===== config.mk =====
export PLATFORM = sky130hd
export DESIGN_NAME = fifo_cache_skip_pinned_slots
export DESIGN_NICKNAME = d
export VERILOG_FILES = /design/src/hw/rtl/fcache_pkg.sv /design/src/hw/rtl/fifo_cache_skip_pinned_slots.sv /design/src/hw/rtl/fcache_ram.sv
export SDC_FILE = /design/constraint.sdc
export NUM_CORES = 2
export LEC_CHECK = 0
export ABC_AREA = 1
export BUFFER_PORTS_ARGS = -buffer_cell sky130_fd_sc_hd__buf_2
export CAP_MARGIN = 20
export CORE_UTILIZATION = 30
export CTS_BUF_LIST = sky130_fd_sc_hd__clkbuf_4 sky130_fd_sc_hd__clkbuf_8
export DETAILED_ROUTE_END_ITERATION = 12
export PLACE_DENSITY = 0.43
export SETUP_SLACK_MARGIN = 0.1
export SYNTH_ARGS = -nofsm -noshare
export SYNTH_HDL_FRONTEND = slang
export SYNTH_SLANG_ARGS = --single-unit

===== constraint.sdc =====
create_clock -name clock -period 7.4 [get_ports clock]
set_clock_uncertainty 0.2 [all_clocks]
set_input_delay 1.11 -clock clock [delete_from_list [all_inputs] [get_ports clock]]
set_output_delay 1.11 -clock clock [all_outputs]
set_load 0.05 [all_outputs]

===== src/hw/rtl/fcache_pkg.sv =====
`timescale 1ns / 1ps
`default_nettype none
// ----------------------------------------------------------------------------
// fcache_pkg
// shared constants and types for the pinned-slot fifo cache manager
// ----------------------------------------------------------------------------
package fcache_pkg;

   localparam int CAPACITY_DEFAULT        = 32;
   localparam int USER_COUNT_BITS_DEFAULT = 8;

   localparam int ACTION_W     = 2;
   localparam int FILE_ID_W    = 32;
   localparam int SEGMENT_W    = 31;
   localparam int SLOT_FIELD_W = 5;
   localparam int STATUS_W     = 3;
   localparam int THRESH_W     = 5;
   localparam int KEY_W        = FILE_ID_W + SEGMENT_W;

   localparam logic [THRESH_W-1:0] THRESH_RESET = 5'd30;

   localparam logic [ACTION_W-1:0] ACT_LOOKUP  = 2'd0;
   localparam logic [ACTION_W-1:0] ACT_CREATE  = 2'd1;
   localparam logic [ACTION_W-1:0] ACT_RELEASE = 2'd2;

   typedef enum logic [STATUS_W-1:0] {
      ST_HIT   = 3'd0,
      ST_MISS  = 3'd1,
      ST_FREE  = 3'd2,
      ST_REUSE = 3'd3,
      ST_FULL  = 3'd4
   } status_type;

endpackage
`default_nettype wire


===== src/hw/rtl/fifo_cache_skip_pinned_slots.sv =====
`timescale 1ns / 1ps
`default_nettype none
// ----------------------------------------------------------------------------
// fifo_cache_skip_pinned_slots
// slot manager for a keyed cache, fifo replacement that skips pinned entries
// ----------------------------------------------------------------------------
// Requests (lookup, create, release) arrive on the req_ valid/ready channel;
// each produces exactly one rsp_ transfer carrying status and slot. The
// eviction threshold is written through csr_wr_en / csr_wr_data. The user
// must write it only while idle; the block itself does not enforce this.
// One request is worked on at a time by a sequencer around the key, user
// count and insertion order rams (one read and one write port each):
//   lookup           : key scan
//   release          : user count read, then decrement
//   create, new slot : key scan (+ order scan if no unpinned entry) + allocation
//   create, hit      : key scan + order search + order compaction
//   create, reuse    : key scan + pinned-skipping order scan + order compaction
//   create, full     : as for a new slot, with no free slot left
// The ram scans read one entry per cycle. req_ready is high only between requests.
// A finished result sits in the output register; the next request is taken
// while it waits, and the block holds its next result until rsp_ready frees
// that register. Reset empties the cache at once (valid bits in flops) and
// loads the threshold with 30; no clearing pass is needed.
// ----------------------------------------------------------------------------
module fifo_cache_skip_pinned_slots
   import fcache_pkg::*;
#(
   parameter int CAPACITY        = CAPACITY_DEFAULT,
   parameter int USER_COUNT_BITS = USER_COUNT_BITS_DEFAULT
) (
   input  wire logic                    clock,
   input  wire logic                    reset,
   input  wire logic                    req_valid,
   output logic                         req_ready,
   input  wire logic [ACTION_W-1:0]     req_action,
   input  wire logic signed [FILE_ID_W-1:0] req_file_id,
   input  wire logic [SEGMENT_W-1:0]    req_segment_index,
   input  wire logic [SLOT_FIELD_W-1:0] req_release_slot,
   output logic                         rsp_valid,
   input  wire logic                    rsp_ready,
   output logic [STATUS_W-1:0]          rsp_status,
   output logic [SLOT_FIELD_W-1:0]      rsp_slot,
   input  wire logic                    csr_wr_en,
   input  wire logic [THRESH_W-1:0]     csr_wr_data
);

   localparam int SLOT_W = $clog2(CAPACITY);
   localparam int CNT_W  = $clog2(CAPACITY + 1);
   localparam int UB     = USER_COUNT_BITS;
   localparam logic [UB-1:0]    USER_MAX = {UB{1'b1}};
   localparam logic [CNT_W-1:0] CAP_CNT  = CNT_W'(CAPACITY);
   localparam logic [CNT_W-1:0] LAST_IDX = CNT_W'(CAPACITY - 1);

   typedef enum logic [7:0] {
      S_IDLE  = 8'b0000_0001,
      S_KSCAN = 8'b0000_0010,
      S_OFIND = 8'b0000_0100,
      S_OSCAN = 8'b0000_1000,
      S_SHIFT = 8'b0001_0000,
      S_ALLOC = 8'b0010_0000,
      S_REL   = 8'b0100_0000,
      S_RESP  = 8'b1000_0000
   } state_type;

   state_type state_ff, state_in;
   logic [THRESH_W-1:0] thr_ff, thr_in;
   logic [CAPACITY-1:0] valid_ff, valid_in;
   logic [CNT_W-1:0]    count_ff, count_in;
   logic                rsp_valid_ff, rsp_valid_in;
   logic                s1_on_ff, s1_on_in;
   logic                s2_on_ff, s2_on_in;
   logic                free_on_ff, free_on_in;

   logic [ACTION_W-1:0]     act_ff, act_in;
   logic [KEY_W-1:0]        key_ff, key_in;
   logic [SLOT_W-1:0]       rs_ff, rs_in;
   logic [CNT_W-1:0]        iss_ff, iss_in;
   logic [SLOT_W-1:0]       s1_pos_ff, s1_pos_in;
   logic [SLOT_W-1:0]       s2_pos_ff, s2_pos_in;
   logic [SLOT_W-1:0]       s2_slot_ff, s2_slot_in;
   logic [SLOT_W-1:0]       wq_ff, wq_in;
   logic [SLOT_W-1:0]       tgt_ff, tgt_in;
   logic [SLOT_W-1:0]       free_ff, free_in;
   status_type              res_status_ff, res_status_in;
   logic [SLOT_W-1:0]       res_slot_ff, res_slot_in;
   logic [STATUS_W-1:0]     rsp_status_ff, rsp_status_in;
   logic [SLOT_FIELD_W-1:0] rsp_slot_ff, rsp_slot_in;

   logic              key_we;
   logic [SLOT_W-1:0] key_wa, key_ra;
   logic [KEY_W-1:0]  key_rd;
   logic              usr_we;
   logic [SLOT_W-1:0] usr_wa, usr_ra;
   logic [UB-1:0]     usr_wd, usr_rd;
   logic              ord_we;
   logic [SLOT_W-1:0] ord_wa, ord_wd, ord_ra, ord_rd;

   logic              rs_ok;
   logic [SLOT_W-1:0] iss_idx;
   logic [CNT_W-1:0]  count_last;

   fcache_ram #(.WIDTH(KEY_W), .DEPTH(CAPACITY)) u_key_ram (
      .clock   (clock),
      .wr_en   (key_we),
      .wr_addr (key_wa),
      .wr_data (key_ff),
      .rd_addr (key_ra),
      .rd_data (key_rd)
   );

   fcache_ram #(.WIDTH(UB), .DEPTH(CAPACITY)) u_user_ram (
      .clock   (clock),
      .wr_en   (usr_we),
      .wr_addr (usr_wa),
      .wr_data (usr_wd),
      .rd_addr (usr_ra),
      .rd_data (usr_rd)
   );

   fcache_ram #(.WIDTH(SLOT_W), .DEPTH(CAPACITY)) u_order_ram (
      .clock   (clock),
      .wr_en   (ord_we),
      .wr_addr (ord_wa),
      .wr_data (ord_wd),
      .rd_addr (ord_ra),
      .rd_data (ord_rd)
   );

   assign iss_idx    = iss_ff[SLOT_W-1:0];
   assign count_last = count_ff - CNT_W'(1);
   assign rs_ok      = (32'(req_release_slot) < CAPACITY) &&
                       valid_ff[SLOT_W'(req_release_slot)];

   always_comb begin
      state_in      = state_ff;
      thr_in        = thr_ff;
      valid_in      = valid_ff;
      count_in      = count_ff;
      rsp_valid_in  = rsp_valid_ff;
      s1_on_in      = s1_on_ff;
      s2_on_in      = s2_on_ff;
      free_on_in    = free_on_ff;
      act_in        = act_ff;
      key_in        = key_ff;
      rs_in         = rs_ff;
      iss_in        = iss_ff;
      s1_pos_in     = s1_pos_ff;
      s2_pos_in     = s2_pos_ff;
      s2_slot_in    = s2_slot_ff;
      wq_in         = wq_ff;
      tgt_in        = tgt_ff;
      free_in       = free_ff;
      res_status_in = res_status_ff;
      res_slot_in   = res_slot_ff;
      rsp_status_in = rsp_status_ff;
      rsp_slot_in   = rsp_slot_ff;
      key_we = 1'b0;
      key_wa = '0;
      key_ra = '0;
      usr_we = 1'b0;
      usr_wa = '0;
      usr_wd = '0;
      usr_ra = '0;
      ord_we = 1'b0;
      ord_wa = '0;
      ord_wd = '0;
      ord_ra = '0;

      if (csr_wr_en) begin
         thr_in = csr_wr_data;
      end
      if (rsp_valid_ff && rsp_ready) begin
         rsp_valid_in = 1'b0;
      end

      unique case (state_ff)
         S_IDLE: begin
            if (req_valid) begin
               act_in = req_action;
               key_in = {req_file_id, req_segment_index};
               rs_in  = SLOT_W'(req_release_slot);
               iss_in = '0;
               s1_on_in   = 1'b0;
               s2_on_in   = 1'b0;
               free_on_in = 1'b0;
               unique case (req_action) inside
                  ACT_LOOKUP, ACT_CREATE: begin
                     state_in = S_KSCAN;
                  end
                  ACT_RELEASE: begin
                     if (rs_ok) begin
                        usr_ra   = SLOT_W'(req_release_slot);
                        state_in = S_REL;
                     end else begin
                        res_status_in = ST_MISS;
                        res_slot_in   = '0;
                        state_in      = S_RESP;
                     end
                  end
                  default: begin
                     res_status_in = ST_MISS;
                     res_slot_in   = '0;
                     state_in      = S_RESP;
                  end
               endcase
            end
         end

         S_KSCAN: begin
            // issue stage: one slot per cycle, note lowest free slot
            if (iss_ff < CAP_CNT) begin
               key_ra    = iss_idx;
               usr_ra    = iss_idx;
               s1_on_in  = 1'b1;
               s1_pos_in = iss_idx;
               iss_in    = iss_ff + CNT_W'(1);
               if (!free_on_ff && !valid_ff[iss_idx]) begin
                  free_on_in = 1'b1;
                  free_in    = iss_idx;
               end
            end else begin
               s1_on_in = 1'b0;
            end
            // compare stage
            if (s1_on_ff) begin
               if (valid_ff[s1_pos_ff] && key_rd == key_ff) begin
                  usr_we        = 1'b1;
                  usr_wa        = s1_pos_ff;
                  usr_wd        = (usr_rd == USER_MAX) ? usr_rd : usr_rd + UB'(1);
                  res_status_in = ST_HIT;
                  res_slot_in   = s1_pos_ff;
                  if (act_ff == ACT_CREATE) begin
                     tgt_in   = s1_pos_ff;
                     iss_in   = '0;
                     s1_on_in = 1'b0;
                     state_in = S_OFIND;
                  end else begin
                     state_in = S_RESP;
                  end
               end else if (CNT_W'(s1_pos_ff) == LAST_IDX) begin
                  iss_in   = '0;
                  s1_on_in = 1'b0;
                  s2_on_in = 1'b0;
                  if (act_ff != ACT_CREATE) begin
                     res_status_in = ST_MISS;
                     res_slot_in   = '0;
                     state_in      = S_RESP;
                  end else if (32'(count_ff) > 32'(thr_ff)) begin
                     state_in = S_OSCAN;
                  end else begin
                     state_in = S_ALLOC;
                  end
               end
            end
         end

         S_OFIND: begin
            if (iss_ff < count_ff) begin
               ord_ra    = iss_idx;
               s1_on_in  = 1'b1;
               s1_pos_in = iss_idx;
               iss_in    = iss_ff + CNT_W'(1);
            end else begin
               s1_on_in = 1'b0;
            end
            if (s1_on_ff) begin
               if (ord_rd == tgt_ff) begin
                  wq_in    = s1_pos_ff;
                  iss_in   = CNT_W'(s1_pos_ff) + CNT_W'(1);
                  s1_on_in = 1'b0;
                  state_in = S_SHIFT;
               end else if (CNT_W'(s1_pos_ff) == count_last) begin
                  state_in = S_RESP;
               end
            end
         end

         S_OSCAN: begin
            // order read, then user count read of that slot, then test
            if (iss_ff < count_ff) begin
               ord_ra    = iss_idx;
               s1_on_in  = 1'b1;
               s1_pos_in = iss_idx;
               iss_in    = iss_ff + CNT_W'(1);
            end else begin
               s1_on_in = 1'b0;
            end
            usr_ra     = ord_rd;
            s2_on_in   = s1_on_ff;
            s2_pos_in  = s1_pos_ff;
            s2_slot_in = ord_rd;
            if (s2_on_ff) begin
               if (usr_rd == '0) begin
                  key_we        = 1'b1;
                  key_wa        = s2_slot_ff;
                  usr_we        = 1'b1;
                  usr_wa        = s2_slot_ff;
                  usr_wd        = UB'(1);
                  tgt_in        = s2_slot_ff;
                  wq_in         = s2_pos_ff;
                  iss_in        = CNT_W'(s2_pos_ff) + CNT_W'(1);
                  s1_on_in      = 1'b0;
                  res_status_in = ST_REUSE;
                  res_slot_in   = s2_slot_ff;
                  state_in      = S_SHIFT;
               end else if (CNT_W'(s2_pos_ff) == count_last) begin
                  state_in = S_ALLOC;
               end
            end
         end

         S_SHIFT: begin
            // close the gap left by the removed entry, then append at the tail
            if (CNT_W'(wq_ff) == count_last) begin
               ord_we   = 1'b1;
               ord_wa   = wq_ff;
               ord_wd   = tgt_ff;
               state_in = S_RESP;
            end else begin
               if (iss_ff < count_ff) begin
                  ord_ra   = iss_idx;
                  s1_on_in = 1'b1;
                  iss_in   = iss_ff + CNT_W'(1);
               end else begin
                  s1_on_in = 1'b0;
               end
               if (s1_on_ff) begin
                  ord_we = 1'b1;
                  ord_wa = wq_ff;
                  ord_wd = ord_rd;
                  wq_in  = wq_ff + SLOT_W'(1);
               end
            end
         end

         S_ALLOC: begin
            if (free_on_ff) begin
               key_we            = 1'b1;
               key_wa            = free_ff;
               usr_we            = 1'b1;
               usr_wa            = free_ff;
               usr_wd            = UB'(1);
               ord_we            = 1'b1;
               ord_wa            = count_ff[SLOT_W-1:0];
               ord_wd            = free_ff;
               valid_in[free_ff] = 1'b1;
               count_in          = count_ff + CNT_W'(1);
               res_status_in     = ST_FREE;
               res_slot_in       = free_ff;
            end else begin
               res_status_in = ST_FULL;
               res_slot_in   = '0;
            end
            state_in = S_RESP;
         end

         S_REL: begin
            if (usr_rd != '0) begin
               usr_we        = 1'b1;
               usr_wa        = rs_ff;
               usr_wd        = usr_rd - UB'(1);
               res_status_in = ST_HIT;
               res_slot_in   = rs_ff;
            end else begin
               res_status_in = ST_MISS;
               res_slot_in   = '0;
            end
            state_in = S_RESP;
         end

         S_RESP: begin
            if (!rsp_valid_ff || rsp_ready) begin
               rsp_valid_in  = 1'b1;
               rsp_status_in = res_status_ff;
               rsp_slot_in   = SLOT_FIELD_W'(res_slot_ff);
               state_in      = S_IDLE;
            end
         end

         default: begin
            state_in = S_IDLE;
         end
      endcase
   end

   always_ff @(posedge clock) begin
      if (reset) begin
         state_ff     <= S_IDLE;
         thr_ff       <= THRESH_RESET;
         valid_ff     <= '0;
         count_ff     <= '0;
         rsp_valid_ff <= 1'b0;
         s1_on_ff     <= 1'b0;
         s2_on_ff     <= 1'b0;
         free_on_ff   <= 1'b0;
      end else begin
         state_ff     <= state_in;
         thr_ff       <= thr_in;
         valid_ff     <= valid_in;
         count_ff     <= count_in;
         rsp_valid_ff <= rsp_valid_in;
         s1_on_ff     <= s1_on_in;
         s2_on_ff     <= s2_on_in;
         free_on_ff   <= free_on_in;
      end
   end

   always_ff @(posedge clock) begin
      act_ff        <= act_in;
      key_ff        <= key_in;
      rs_ff         <= rs_in;
      iss_ff        <= iss_in;
      s1_pos_ff     <= s1_pos_in;
      s2_pos_ff     <= s2_pos_in;
      s2_slot_ff    <= s2_slot_in;
      wq_ff         <= wq_in;
      tgt_ff        <= tgt_in;
      free_ff       <= free_in;
      res_status_ff <= res_status_in;
      res_slot_ff   <= res_slot_in;
      rsp_status_ff <= rsp_status_in;
      rsp_slot_ff   <= rsp_slot_in;
   end

   assign req_ready  = (state_ff == S_IDLE);
   assign rsp_valid  = rsp_valid_ff;
   assign rsp_status = rsp_status_ff;
   assign rsp_slot   = rsp_slot_ff;

   a_count_matches_valid: assert property (@(posedge clock) disable iff (reset)
      32'(count_ff) == $countones(valid_ff))
      else $error("entry count differs from number of valid slots");

   a_count_bound: assert property (@(posedge clock) disable iff (reset)
      count_ff <= CAP_CNT)
      else $error("entry count above capacity");

   a_busy_after_transfer: assert property (@(posedge clock) disable iff (reset)
      (req_valid && req_ready) |=> !req_ready)
      else $error("request taken while previous one still in work");

   a_status_code: assert property (@(posedge clock) disable iff (reset)
      rsp_valid |-> (rsp_status == ST_HIT || rsp_status == ST_MISS ||
                     rsp_status == ST_FREE || rsp_status == ST_REUSE ||
                     rsp_status == ST_FULL))
      else $error("undefined status code on result");

   a_miss_slot_zero: assert property (@(posedge clock) disable iff (reset)
      (rsp_valid && (rsp_status == ST_MISS || rsp_status == ST_FULL)) |->
      (rsp_slot == '0))
      else $error("miss or full result with nonzero slot");

endmodule
`default_nettype wire


===== src/hw/rtl/fcache_ram.sv =====
`timescale 1ns / 1ps
`default_nettype none
// ----------------------------------------------------------------------------
// fcache_ram
// generic single write port, single read port ram with registered read
// ----------------------------------------------------------------------------
module fcache_ram #(
   parameter int WIDTH = 8,
   parameter int DEPTH = 32
) (
   input  wire logic                     clock,
   input  wire logic                     wr_en,
   input  wire logic [$clog2(DEPTH)-1:0] wr_addr,
   input  wire logic [WIDTH-1:0]         wr_data,
   input  wire logic [$clog2(DEPTH)-1:0] rd_addr,
   output logic      [WIDTH-1:0]         rd_data
);

   logic [WIDTH-1:0] mem_ff [DEPTH];
   logic [WIDTH-1:0] rd_data_ff;

   always_ff @(posedge clock) begin
      if (wr_en) begin
         mem_ff[wr_addr] <= wr_data;
      end
      rd_data_ff <= mem_ff[rd_addr];
   end

   assign rd_data = rd_data_ff;

endmodule
`default_nettype wire


; Word-level counts from Yosys, hierarchy flattened
; Memory sizes are Yosys's and may differ from the RTL's. A register that Yosys moved wholly into a read port is not among the register bits.
; Cells that the tools add are included.
[word_totals]
ff_bits = 177
mem_bits_rw = 2432
wordCells = 264
mem_count = 3
[op_classes]
n_addsub = 8
magnitude_cmp = 8
n_eq_ne = 42
muxes = 147
n_bitwise = 1
reduce_logical = 33
[mem_list]
columns = name, depth, word_bits, rd, rd_clocked_by_memory_dff, write_ports, line_no
row1 = u_key_ram.mem_ff, 32, 63, 1, 1, 1, fcache_ram.sv:19  ; logic [WIDTH-1:0] mem_ff [DEPTH];
row2 = u_user_ram.mem_ff, 32, 8, 1, 1, 1, fcache_ram.sv:19
row3 = u_order_ram.mem_ff, 32, 5, 1, 1, 1, fcache_ram.sv:19
[op_table]
columns = cell, count
row1 = two-way mux 5 bit, 37
row2 = two-way mux 8 bit, 19
row3 = two-way mux 6 bit, 13
row4 = case mux 5 bit (2 select lines), 7
row5 = == test 63 bit, 1
row6 = case mux 8 bit (7 select lines), 1
row7 = two-way mux 1 bit, 42
row8 = != test 2 bit (second input constant), 17
row9 = OR 32 bit, 1
row10 = case mux 8 bit (4 select lines), 1
row11 = case mux 5 bit (3 select lines), 2
row12 = case mux 6 bit (5 select lines), 1
row13 = two-way mux 3 bit, 9
row14 = case mux 5 bit (5 select lines), 1
row15 = < comparator 5 x 6 -> 1 bit (second input constant), 4
row16 = case mux 5 bit (4 select lines), 1
row17 = == test 5 x 6 -> 1 bit, 3
row18 = AND reduction 9 bit, 2
row19 = == test 8 bit (second input constant), 2
row20 = case mux 8 bit (2 select lines), 1
row21 = binary-select mux 1 bit (select 5 bit), 3
row22 = != test 3 bit (second input constant), 5
row23 = case mux 3 bit (5 select lines), 1
row24 = adder 5 x 1 -> 6 bit (second input constant), 2
row25 = other kinds (43), 63

; Depth between registers and ports, before layout
[logic_depth]
ltp_word = 8
depth_mapped = 21
depth_no_buf = 18

; Modules after synthesis
; From an unflattened synthesis, not the netlist that was laid out.
[hier_totals]
cells_unflattened = 9411
hier_area_um2 = 109492.5
[by_module_without_submodules]
columns = module, n_inst, cells_per_inst, area_each_um2, seq_area_each_um2
row1 = fcache_ram (u_key_ram), 1, 6657, 81677.1, 61799.3
row2 = fcache_ram (u_user_ram), 1, 922, 10786.6, 7847.5
row3 = fifo_cache_skip_pinned_slots, 1, 1237, 10232.3, 4764.6
row4 = fcache_ram (u_order_ram), 1, 595, 6796.5, 4904.7

; Worst setup path after synthesis
; OpenSTA, ideal clock, no wires.
[synth_timing]
path_kind = register to register
start = reg state_ff[7]
end = mem u_key_ram.mem_ff[10][0] (netlist name) (enable)
setup_time_ns = 0.485
t_arrival_ns = 4.386
required_time_ns = 6.715
slack_ns = 2.329
stages_incl_launch_ff = 10
n_path_buf = 0
path_cell_list = dfxtp_1 > nor2_2 > nand2_2 > clkinv_2 > nand4_2 > nor3_2 > a21oi_1 > inv_1 > nand3_1 > nor2_1
[synth_via]
elab_chain_len = 4
word_cells_on_any_way = 6
[synth_lines]
columns = item, line_no
row1 = start: declaration, fifo_cache_skip_pinned_slots.sv:65  ; state_type state_ff, state_in;
row2 = start signal: assignment, fifo_cache_skip_pinned_slots.sv:397  ; state_ff <= state_in;
row3 = == test 8 x 6 -> 1 bit or == test 8 x 4 -> 1 bit (tied branches), fifo_cache_skip_pinned_slots.sv:176  ; unique case (state_ff)
row4 = case mux 1 bit (2 select lines), fifo_cache_skip_pinned_slots.sv:176
row5 = two-way mux 1 bit, fcache_ram.sv:23  ; if (wr_en) begin
row6 = two-way mux 1 bit (not written as such), fcache_ram.sv:24  ; mem_ff[wr_addr] <= wr_data;
row7 = end: declaration, fcache_ram.sv:19
; Several ways; a longest one is shown, not always the timed one.

; Final worst setup path
[layout_timing]
start = reg key_ff[28]
end = mem u_user_ram.mem_ff[208][1], in the netlist u_user_ram.mem_ff[26][1] (enable)
[layout_via]
elab_chain_len = 7
word_cells_on_any_way = 10
[layout_lines]
columns = item, line_no
row1 = start: declaration, fifo_cache_skip_pinned_slots.sv:75  ; logic [KEY_W-1:0] key_ff, key_in;
row2 = start signal: assignment, fifo_cache_skip_pinned_slots.sv:410  ; key_ff <= key_in;
row3 = == test 63 bit *, fifo_cache_skip_pinned_slots.sv:226  ; if (valid_ff[s1_pos_ff] && key_rd == key_ff) begin
row4 = logical AND 1 bit *, fifo_cache_skip_pinned_slots.sv:226
row5 = two-way mux 1 bit, fifo_cache_skip_pinned_slots.sv:226
row6 = two-way mux 1 bit, fifo_cache_skip_pinned_slots.sv:225  ; if (s1_on_ff) begin
row7 = case mux 1 bit (4 select lines), fifo_cache_skip_pinned_slots.sv:176
row8 = two-way mux 1 bit, fcache_ram.sv:23
row9 = two-way mux 1 bit (not written as such), fcache_ram.sv:24
row10 = end: declaration, fcache_ram.sv:19
; Mark *: on every way between the ends. The rest lies on a longest branch, timed or not.

==> impl_metrics.py <==
metrics = {
    "outcome": {
        "status": "completed",
    },
    "timing": {
        "rsz0062_at_grt": "no",
        "post-route-min-period_ns": 5.606,
        "fin_tns_setup_ns": 0,
        "fin_ws_ns": 1.794,
        "post-route-period-util_pct": 75.76,
        "maxSlewViolCount": 0,
        "setup_violations": 0,
        "tightest_slew_ns": 1.136,
        "slew_headroom_pct": 24.10,
        "fmaxAchievable_mhz": 178.4,
        "finalHoldViolations": 0,
        "whs_ns": 0.09118,
    },
    "route": {
        "drt_iter0_drc": 6114,
        "wl_microns": 357400,
        "vias_per_cell": 5.073,
        "drc": 0,
        "vias": 71910,
        "antenna_left": 0,
        "route.detailed.wl_per_inst_microns": 25.22,
        "drt_pass1_iterations": 6,
    },
    "floorplanning": {
        "die_h_microns": 606.3,
        "die_area_sq_mm": 0.3676,
        "die-width_microns": 606.3,
        "initial_core_util_pct": 30.20,
        "coreArea_sq_mm": 0.3628,
        "rows": 221,
        "ios": 90,
    },
    "cts": {
        "ctsHoldBuffers": 60,
        "cts.sinks": 2685,
        "clk_latency_ns": 1.14,
        "cts_root_buffer": "clkbuf_8",
        "numCtsBuffers": 455,
        "cts_tree": "built",
        "cts_resized": 0,
        "post_cts_buffers": 0,
        "cts_buffer_depth": 4,
        "clk_pin_slew_ns": 0.06,
        "htree_levels": 5,
    },
    "yosys": {
        "syn_inst": 8716,
        "synth.avg_cell_area_sq_um": 12.57,
        "ys_top_cells_by_count": "2554 x edfxtp_1, 1630 x nor2_1, 760 x nand2_1",
        "netlist_area_sq_mm": 0.1096,
        "synth_top_area_share_pct": 70.00,
        "synth_area_leaders": "edfxtp_1 70%, nor2_1 5.6%, o21ai_0 3.1%",
        "ys_ff_latch": 2685,
        "yosysTopAreaCell": "edfxtp_1",
        "synth_ff_type": "edfxtp_1",
        "synth_edf_count": 2554,
        "synth.distinct_cells": 58,
        "yosysMostFrequentCell": "edfxtp_1",
        "yosysSeqAreaShare_pct": 72.39,
        "synthArstFlopShare_pct": 0,
        "synthesis.nets": 8819,
        "yosys_warnings": 0,
    },
    "power_and_ir_drop": {
        "leakagePower_nw": 41.85,
        "clkPwrFrac_pct": 38.9,
        "finalPower_w": 0.03519,
        "p_per_area_mw_per_mm2": 279.1,
        "sw_frac_of_total_pct": 26.02,
        "p_comb_share_pct": 9.8,
        "netSwitchingPower_w": 0.009157,
        "power_frac_seq_pct": 51.3,
        "power.internal_w": 0.02603,
        "ir_drop_uv": 156.8,
    },
    "global_route": {
        "grt_pass1_wl_microns": 512500,
        "grt_usage_pct": 18.98,
        "antenna_found_initial": 17,
        "grt_pass1_vias": 71510,
        "grt_max_degree": 200,
        "globalRoute.totalOverflow": 0,
    },
    "run": {
        "maxCapViolations": 0,
    },
    "layout": {
        "drive_above_1_share_pct": 13.32,
        "nets": 9081,
        "area_growth_pct": 15.05,
        "fin_cells": 14170,
    },
    "worst_setup_path": {
        "criticalPathCategory": "flip-flop to flip-flop",
        "arrival_ns": 6.14,
        "required_ns": 7.94,
        "cp-end-kind": "flip-flop",
        "cp_max_fo": 33,
        "startpoint_type": "flip-flop",
    },
    "place": {
        "dp.cells": 13250,
        "io_buffers": 89,
        "gp_congestion": 0.8457,
        "dp_hpwl_microns": 179200,
        "dp_slack_ns": 1.538,
    },
    "worst_hold_path": {
        "hp-class": "primary input to flip-flop",
    },
}
-- cells in the final DEF, fill, tap and decap left out, types with 22 or more instances in the layout --
master	count
xnor2_1	31
clkbuf_4	178
o32ai_1	361
clkbuf_8	501
buf_12	52
nor2_1	1598
clkinv_2	61
a21oi_1	94
nor2_4	34
o21bai_1	121
nand3_1	617
buf_2	89
nand3b_1	82
o22ai_1	87
o211ai_1	135
dlygate4sd3_1	60
o21ai_1	93
a21boi_0	71
dfxtp_1	131
o21ai_0	667
inv_1	346
buf_4	158
xor2_1	52
o221ai_1	64
clkinv_1	84
nand2_1	757
nand4_1	22
edfxtp_1	2554
nor3_1	27
or2_2	65
ha_1	23
-- worst paths after layout --
kind | start | end | slack (ns) | depth (start not counted)
worst max-delay path | key_ff[28] | u_user_ram.mem_ff[26][1] | 1.79 | 12
worst min-delay path | req_segment_index[5] | key_ff[5] | 0.09 | 1
worst max register to register | key_ff[28] | u_user_ram.mem_ff[26][1] | 1.79 | 12
worst min register to register | res_slot_ff[2] | rsp_slot[2] | 0.22 | 0
-- kinds of logic (layout without fill, tap and decap cells) --
group | count (synthesis) | after routing | share of synthesized area [%]
AND/OR/NAND/NOR | 3248 | 3248 | 12.54
flip-flops | 2685 | 2685 | 72.39
AO/OA/AOI/OAI | 1746 | 1746 | 10.43
buffers and inverters | 931 | 1587 | 3.716
XOR/XNOR | 83 | 83 | 0.6635
adder cells (fa/ha/maj) | 23 | 23 | 0.2627
other | 0 | 8 | 0
-- power groups by stage --
stage / Sequential [W] / Clock, W / Combinational (W)
after global routing: 0.0181 / 0.0147 / 0.00376
after detailed placement: 0.0184 / 0 / 0.00341
after floorplan: 0.0185 / 0 / 0.00175
final: 0.0180 / 0.0137 / 0.00344
after global placement: 0.0184 / 0 / 0.00337
after CTS: 0.0181 / 0.0141 / 0.00345
-- through the flow --
| stage | cell area, sq um | util, % |
|---|---|---|
| 2_1_floorplan | 109600 | - |
| 3_3_place_gp | 115900 | 31.95 |
| 3_5_place_dp | 116000 | 31.99 |
| 4_1_cts | 126000 | 34.73 |
| 5_1_grt | 126100 | 34.75 |
| 6_report | 126100 | 34.75 |
-- worst max-delay path: stages (launching register included) --
cell      delay [ns]
edfxtp_1        0.97
xor2_1          0.26
nor3_1          0.39
nand2_1         0.19
nor2_1          0.51
nand2_1         0.37
nor2_1          0.39
nand4_2         0.28
inv_1           0.19
nand3_1         0.09
nand2_1         0.38
nand3_1         0.33
nor2_1          0.65
-- per-layer routing --
metal  track usage (%)  vias to the layer above  routed length [microns]
li1                  -                    32540                        -
met1             25.53                    36780                   158100
met2             32.40                     2065                   174000
met3             2.647                      517                    18180
met4             4.240                        4                     7176
met5                 0                        -                       17
-- layout make-up --
class / instances / area, sq um
fill: 35570 / 236700
sequential: 2685 / 79320
multi-input combinational: 5100 / 26560
clock buffer: 679 / 8232
tap: 4794 / 5998
timing repair buffer: 363 / 3371
inverter: 373 / 1436
clock inverter: 172 / 1122
antenna: 8 / 20.02
-- sequential cells by signal (all words and copies together), names as in the netlist, 6 cells and up --
register            count
valid_ff               32
count_ff                6
u_key_ram.mem_ff     2016
state_ff                8
u_key_ram.rd_data      63
iss_ff                  6
u_user_ram.rd_data      8
key_ff                 63
u_order_ram.mem_ff    160
u_user_ram.mem_ff     256
(Power assumes the default switching activity.)
